==> src/hdl/oqsc_pkg.sv <==
`default_nettype none
// ----------------------------------------------------------------------------
// oqsc_pkg
// Shared constants and controller/datapath interface types for the
// output-queued switch congestion core.
// ----------------------------------------------------------------------------
package oqsc_pkg;

    localparam int MAX_PORTS_DEF   = 16;
    localparam int INPUT_DEPTH_DEF = 64;
    localparam int COUNT_MAX       = 2047;
    localparam int CNT_W           = 11;

    localparam int S_TDATA_W = 16;
    localparam int M_TDATA_W = 40;
    localparam int CFG_ADDR_W = 1;
    localparam int CFG_DATA_W = 5;

    // register indexes
    localparam logic [CFG_ADDR_W-1:0] REG_PORT_COUNT = 1'd0;
    localparam logic [CFG_ADDR_W-1:0] REG_DELAY      = 1'd1;

    // item kinds
    localparam logic [1:0] KIND_LOAD = 2'd0;
    localparam logic [1:0] KIND_TICK = 2'd1;
    localparam logic [1:0] KIND_READ = 2'd2;

    // result status codes
    localparam logic [1:0] ST_OK   = 2'd0;
    localparam logic [1:0] ST_BAD  = 2'd1;
    localparam logic [1:0] ST_FULL = 2'd2;

    typedef struct packed {
        logic latch;
        logic push;
        logic tick_step;
        logic pop_apply;
        logic drain_step;
        logic snap_eval;
        logic emit;
    } oqsc_cmd_t;

    typedef struct packed {
        logic [1:0] kind;
        logic       drain_pend;
        logic       sweep_last;
        logic       out_free;
    } oqsc_sts_t;

endpackage
`default_nettype wire

==> src/hdl/oqsc_ctrl.sv <==
`default_nettype none
// ----------------------------------------------------------------------------
// oqsc_ctrl
// Sequencer: accepts one transaction, steps the datapath through it.
// ----------------------------------------------------------------------------
module oqsc_ctrl import oqsc_pkg::*; (
    input  wire logic      aclk,
    input  wire logic      aresetn,
    input  wire logic      s_tvalid,
    output logic           s_tready,
    input  wire oqsc_sts_t sts,
    output oqsc_cmd_t      cmd
);

    typedef enum logic [2:0] {
        S_IDLE,
        S_DISPATCH,
        S_TICK,
        S_POP,
        S_DRAIN,
        S_SNAP,
        S_RESP
    } state_t;

    state_t state_reg;
    state_t state_next;

    always_comb begin
        state_next = state_reg;
        cmd        = '0;
        s_tready   = 1'b0;
        case (state_reg)
            S_IDLE: begin
                s_tready = 1'b1;
                if (s_tvalid) begin
                    cmd.latch  = 1'b1;
                    state_next = S_DISPATCH;
                end
            end
            S_DISPATCH: begin
                if (sts.kind == KIND_LOAD) begin
                    cmd.push   = 1'b1;
                    state_next = S_RESP;
                end else if (sts.kind == KIND_TICK) begin
                    state_next = S_TICK;
                end else begin
                    state_next = S_RESP;
                end
            end
            S_TICK: begin
                cmd.tick_step = 1'b1;
                state_next    = S_POP;
            end
            S_POP: begin
                cmd.pop_apply = 1'b1;
                state_next    = sts.drain_pend ? S_DRAIN : S_SNAP;
            end
            S_DRAIN: begin
                cmd.drain_step = 1'b1;
                if (sts.sweep_last) begin
                    state_next = S_SNAP;
                end
            end
            S_SNAP: begin
                cmd.snap_eval = 1'b1;
                state_next    = S_RESP;
            end
            S_RESP: begin
                if (sts.out_free) begin
                    cmd.emit   = 1'b1;
                    state_next = S_IDLE;
                end
            end
            default: begin
                state_next = S_IDLE;
            end
        endcase
    end

    always_ff @(posedge aclk) begin
        if (!aresetn) begin
            state_reg <= S_IDLE;
        end else begin
            state_reg <= state_next;
        end
    end

endmodule
`default_nettype wire

==> config.mk <==
export PLATFORM = sky130hd
export DESIGN_NAME = oqsc_ctrl
export DESIGN_NICKNAME = d
export VERILOG_FILES = /design/src/hdl/oqsc_pkg.sv /design/src/hdl/oqsc_ctrl.sv
export SDC_FILE = /design/constraint.sdc
export NUM_CORES = 1
export LEC_CHECK = 0
export ABC_AREA = 1
export BUFFER_PORTS_ARGS = -buffer_cell sky130_fd_sc_hd__buf_4
export CAP_MARGIN = 40
export CORE_AREA = 2 2 39 41
export DETAILED_ROUTE_END_ITERATION = 6
export DIE_AREA = 0 0 41 43
export SKIP_LAST_GASP = 1
export SLEW_MARGIN = 30
export SYNTH_ARGS = -nofsm -noshare
export SYNTH_HDL_FRONTEND = slang
export SYNTH_SLANG_ARGS = --single-unit
==> constraint.sdc <==
create_clock -name aclk -period 1 [get_ports aclk]
set_input_delay 0.1 -clock aclk [delete_from_list [all_inputs] [get_ports aclk]]
set_output_delay 0.1 -clock aclk [all_outputs]
set_load 0.05 [all_outputs]
=== Word level (Yosys, flattened, before mapping) ===
Index checks and enable logic that the tools add are counted.

* Output and inout bits: 8
* Bits in latches: 0
* Memory bits (writable): 0
* Input port bits: 8
* ROM bits: 0
* Logic and storage cells: 32
* Register bits after elaboration: 3
* Memories: 0

* Shifts and indexed selects: 0
* Bitwise operators: 0
* $mul: 0
* Multiplexer cells: 18
* Equal/unequal tests: 10
* Add/subtract/negate cells: 0
* Reductions and logical operators: 3
* Order comparisons: 0
* Div/mod/pow operators: 0

{| class="wikitable"
|+ Operators with widths
! kind !! count
|-
| $pmux W3 S7 || 1
|-
| $mux W3 || 5
|-
| $mux W1 || 12
|-
| $eq A3 B3 Y1 const B || 3
|-
| $eq A3 B2 Y1 const B || 2
|-
| $ne A2 B2 Y1 const B || 3
|-
| $eq A3 B1 Y1 const B || 1
|-
| $logic_not A3 Y1 || 1
|-
| $reduce_and A3 Y1 || 1
|-
| $eq A2 B1 Y1 const B || 1
|-
| $logic_not A2 Y1 || 1
|}

=== Longest topological paths before layout ===
Gate-level depths: netlist (run 1).

* Word-level depth: 4
* Gate-level depth with buffers: 7
* Depth with buffers taken out: 6

=== Worst setup path before layout (run 1) ===
Ideal clock, no wire load.

* Path kind: flip-flop to output port
* Start: register state_reg[2]
* End: output cmd[6] (netlist bit)
* Data required time: 0.900 ns
* Slack: -1.075 ns
* Buffers on the path: 1
* Stages on the path, launching flop included: 3
* Data arrival time: 1.975 ns
* Cells stage by stage: dfxtp_1 buf_6 nor4_1

{| class="wikitable"
|+ RTL lines
! item !! line !! text
|-
| start: declaration || oqsc_ctrl.sv:25 || <nowiki>state_t state_reg;</nowiki>
|-
| start signal: assignment || oqsc_ctrl.sv:84 || <nowiki>state_reg <= state_next;</nowiki>
|-
| end: declaration || oqsc_ctrl.sv:12 || <nowiki>output oqsc_cmd_t cmd</nowiki>
|}

==> results.yml, run 1 <==
global_routing:
  grt_pass1_vias: 349
  antenna_found_initial: 0
  grt_overflow_total: 0
  grt_use_total_pct: 11.4
  grt_start_max_net_pins: 8
  grt_pass1_wl_um: 1370
clock_tree:
  clk_latency_ns: 0.23
  numCtsBuffers: 3
  cts_root_buffer: "clkbuf_4"
  h-tree-depth: 1
  clock_sinks: 3
  hold_buffers: 0
  cts_tree: "built"
  clk_pin_slew_ns: 0.04
  clk_path_buf_depth: 2
sta:
  final_hold_viol_count: 0
  grt_setup_unrepaired: "true"
  setup_tns_ns: -2.08
  relSlewSlack_pct: 85.7
  worst_slew_pin_slew_ns: 0.213
  skew_ns: 0.00247
  min_period_ns: 1.29
  slew_violations: 0
  finalCritPeriodShare_pct: 129
  finalSetupViolations: 10
  timing.fmax_mhz: 777
  worst_slack_ns: -0.286
route:
  drc_errors: 0
  drt-total-wl_um: 960
  first_pass_iters: 4
  ant_nets: 0
  vias: 393
  drt_iter0_markers: 2
  wl_per_cell_um: 10.9
  viasPerCell: 4.47
placement:
  gp_congestion: 0.745
  portBuffers: 15
  pre_cts_ws_ns: -0.213
  dpl.hpwl_um: 632
floorplan:
  die_w_um: 41
  fp-row-count: 14
  core_area_um2: 1380
  die_h_um: 43
  initial_core_util_pct: 21.2
  die-area_um2: 1760
  ios: 16
outcome:
  outcome: "complete, but fails checks"
  failed_checks: "negative setup slack"
synthesis:
  synth-main-ff-cell: "dfxtp_1"
  yosys.cell_types.count: 19
  synth-warning-count: 0
  yosysSeqAreaShare_pct: 20.5
  netlist_area_um2: 293
  synth_edf_count: 0
  synth_seq_cells: 3
  async_reset_ff_share_pct: 0
  avgSynthCellArea_um2: 6.97
  synthCells: 42
  synth.net_count: 50
worst_setup_path:
  criticalPathCategory: "reg2out"
  cp-start-kind: "register"
  worstPathRequired_ns: 0.90
  max_stage_delay_ns: 0.36
  crit_top_cell: "buf_6"
  critPathBufInv: 2
  worst_path_dominant_cell_family: "flip-flops"
  critPathArrivalTime_ns: 1.19
  crit_slowest_cell: "dfxtp_4"
  crit_fanout: 6
  path_cells: "buf_6 > nor4_4 > buf_6"
  crit_path_end_kind: "output port"
worst_hold_path:
  hp-class: "in2reg"
power_and_ir_drop:
  ir_drop_mv: 1.09
  power_density_nw_per_um2: 3620
  finalPower_mw: 2.46
  p_leak_nw: 0.333
layout:
  final_cell_mix: "buf_4 (16), buf_6 (11), inv_1 (5)"
  fin_nets: 81
  antenna_cells: 0
  final_common_cell: "buf_4"
  largest_register_ffs: 3
  post-route-util_pct: 49.1
  drive_above_1_share_pct: 73.6
  areaGrowthSynthToFinish_pct: 132
flow_run:
  drv_cap: 0
==> synthesized netlist by cell type, types with 2 or more instances <==
library cell,n,share of area (%)
buf_6,3,12
dfxtp_1,3,21
inv_1,5,6.4
inv_2,2,2.6
nand2_1,5,6.4
nand2_2,2,4.3
nand3_1,4,6.8
nor2_1,5,6.4
nor3_1,3,5.1
==> routing by layer <==
layer | up-vias | routed length [um] | part of all wire (%) | track usage [%]
li1 | 197 | - | - | -
met1 | 187 | 374 | 39 | 13.1
met2 | 9 | 540 | 56 | 19.1
met3 | 0 | 46 | 4.8 | 3.14
met4 | 0 | 0 | 0 | 4.00
met5 | - | 0 | 0 | 0
==> layout make-up <==
type | instances | area (um2)
fillers | 147 | 704
multi-input cells | 28 | 248
flip-flops and latches | 3 | 71.3
well taps | 16 | 20.0
clock buffers | 4 | 26.3
repair buffers | 29 | 279
inverters | 8 | 35.0
==> worst register-to-register path: stages (launching register included) <==
cell,delay (ns)
dfxtp_4,0.35
buf_12,0.14
buf_4,0.13
nand2_2,0.07
nor2_4,0.04
nor2_1,0.08
nand2_1,0.07
a21oi_2,0.13
nor2_1,0.04
==> report_power, final <==
group | leakage (nW) | internal (mW) | switching [mW]
clock | 0.0150 | 0.150 | 0.0627
sequential | 0.0267 | 0.213 | 0.110
combinational | 0.291 | 0.871 | 1.05
total | 0.333 | 1.23 | 1.23
==> kinds of logic (layout without fill, tap and decap cells) <==
family | after synthesis | in the layout | share of synthesized area (%)
DFF | 3 | 3 | 20.5
and+or+nand+nor | 26 | 26 | 51.7
AOI/OAI and AO/OA | 2 | 2 | 5.13
buffers and inverters | 11 | 41 | 22.7
==> final timing paths <==
| kind | from | end | slack [ns] | cells after the start |
|---|---|---|---|---|
| setup / recovery | state_reg[2]$_SDFFE_PN0P_ | cmd[6] | -0.29 | 3 |
| hold / removal | aresetn | state_reg[2]$_SDFFE_PN0P_ | 0.13 | 3 |
| setup reg to reg | state_reg[0]$_SDFFE_PN0P_ | state_reg[2]$_SDFFE_PN0P_ | -0.16 | 8 |
| hold reg to reg | state_reg[2]$_SDFFE_PN0P_ | state_reg[1]$_SDFFE_PN0P_ | 0.67 | 3 |
==> through the flow <==
step	hold slack, ns	std cells	area, um2
after floorplan	0.251	42	345
after global placement	0.354	78	517
after detailed placement	0.361	78	517
after CTS	0.126	84	623
after global routing	0.154	88	679
final	0.131	88	679
==> repair_timing <==
item	CTS	global route
pin swaps	4	4
gates resized for setup	20	6
endpoints found under the setup margin	10	10
setup buffers	2	4
Note: power is estimated with default switching activity, not from simulation.
==> run 2, diff against run 1 <==
==> constraint.sdc (replaced) <==
create_clock -name aclk -period 1.35 [get_ports aclk]
set_input_delay 0.135 -clock aclk [delete_from_list [all_inputs] [get_ports aclk]]
set_output_delay 0.135 -clock aclk [all_outputs]
set_load 0.05 [all_outputs]
==> run 2 against run 1 <==
Effect of this change:
- the flow now finishes without violations
- flip-flop and latch count unchanged
- routed wire length down 25%
- register-to-register slack better by 0.45 ns
- critical path depth up 2
- via count down 19%
- cell count down 15%
- global-route usage down 1.2 points
- clock skew up 0.00069 ns
- highest routed layer unchanged
==> results.yml, run 2 (synthesized netlist as in run 1, its figures left out) <==
layout:
  antenna_cells: 0
  final_common_cell: "buf_4"
  fin_nets: 68
  areaGrowthSynthToFinish_pct: 60.3
  largest_register_ffs: 3
  drive_above_1_share_pct: 61.0
  final_cell_mix: "buf_4 (14), inv_1 (5), nand2_1 (5)"
clock_tree:
  h-tree-depth: 1
  cts_root_buffer: "clkbuf_4"
  clk_path_buf_depth: 2
  clk_pin_slew_ns: 0.04
  cts_tree: "built"
  clock_sinks: 3
  hold_buffers: 0
  clk_latency_ns: 0.23
  numCtsBuffers: 3
route:
  wl_per_cell_um: 9.59
  drt-total-wl_um: 719
  ant_nets: 0
  viasPerCell: 4.27
  drt_iter0_markers: 11
  drc_errors: 0
  first_pass_iters: 3
  vias: 320
sta:
  relSlewSlack_pct: 86.2
  worst_slack_ns: 0.0580
  timing.fmax_mhz: 774
  holdWs_ns: 0.178
  grt_setup_unrepaired: "true"
  skew_ns: 0.00315
  setup_tns_ns: 0
  finalSetupViolations: 0
  worst_slew_pin_slew_ns: 0.206
  min_period_ns: 1.29
  final_hold_viol_count: 0
  finalCritPeriodShare_pct: 95.7
  slew_violations: 0
worst_setup_path:
  critPathBufInv: 3
  worstPathRequired_ns: 1.22
  worst_path_dominant_cell_family: "flip-flops"
  crit_path_end_kind: "output port"
  crit_slowest_cell: "dfxtp_2"
  critPathArrivalTime_ns: 1.16
  criticalPathCategory: "reg2out"
  crit_fanout: 4
  max_stage_delay_ns: 0.38
  path_cells: "inv_4 > nor2_4 > inv_2 > nor4_4 > buf_6"
  cp-start-kind: "register"
placement:
  portBuffers: 15
  gp_congestion: 0.764
  pre_cts_ws_ns: 0.102
  dpl.hpwl_um: 576
global_routing:
  grt_pass1_vias: 298
  grt_use_total_pct: 10.2
  grt_pass1_wl_um: 1240
  antenna_found_initial: 0
  grt_overflow_total: 0
  grt_start_max_net_pins: 11
floorplan:
  initial_core_util_pct: 21.2
  die_h_um: 43
  fp-row-count: 14
  die-area_um2: 1760
  ios: 16
  die_w_um: 41
  core_area_um2: 1380
power_and_ir_drop:
  power_density_nw_per_um2: 2730
  p_leak_nw: 0.232
  ir_drop_mv: 0.971
flow_run:
  drv_cap: 0
outcome:
  outcome: "finished clean"
worst_hold_path:
  hp-class: "in2reg"
run 2: repair_timing:
action / in CTS / in global routing
buffers inserted: 0 / 0
setup endpoints to repair: 7 / 5
pin swaps: 1 / 0
resized for setup: 3 / 4
run 2: worst min-delay path, stage by stage:
cell	delay, ns
buf_4	0.08
inv_1	0.05
nor2_1	0.10
run 2: power breakdown:
part / total, mW / switching [mW] / internal [mW]
registers: 0.283 / 0.131 / 0.153
logic: 0.843 / 0.552 / 0.290
clock network: 0.157 / 0.0459 / 0.111
total: 1.28 / 0.729 / 0.554
run 2: per-stage QoR:
step	area, um2	power, mW	util [%]	cells
after floorplan	320	0.964	-	42
after global placement	427	1.09	30.8	71
after detailed placement	427	1.10	30.8	71
after CTS	457	1.28	33.0	75
after global routing	469	1.37	33.9	75
final	469	1.28	33.9	75
run 2: worst paths after layout:
path                                  start                   endpoint  slack, ns  cells after the start
setup / recovery  state_reg[0]$_SDFFE_PN0P_                     cmd[5]       0.06                      5
hold / removal                      aresetn  state_reg[2]$_SDFFE_PN0P_       0.18                      3
setup reg to reg  state_reg[0]$_SDFFE_PN0P_  state_reg[2]$_SDFFE_PN0P_       0.29                      5
hold reg to reg   state_reg[0]$_SDFFE_PN0P_  state_reg[0]$_SDFFE_PN0P_       0.61                      3
run 2: final cells by class:
cell class / count / area, um2
clock buffer: 4 / 26.3
fill: 157 / 915
inverter: 8 / 32.5
multi-input combinational: 28 / 194
sequential: 3 / 68.8
tap: 16 / 20.0
timing repair buffer: 16 / 128
run 2: routing by layer:
| layer | global-route usage [%] | wire [um] |
|---|---|---|
| met1 | 15.7 | 364 |
| met2 | 11.9 | 307 |
| met3 | 4.71 | 47 |
| met4 | 4.00 | 0 |
| met5 | 0 | 0 |
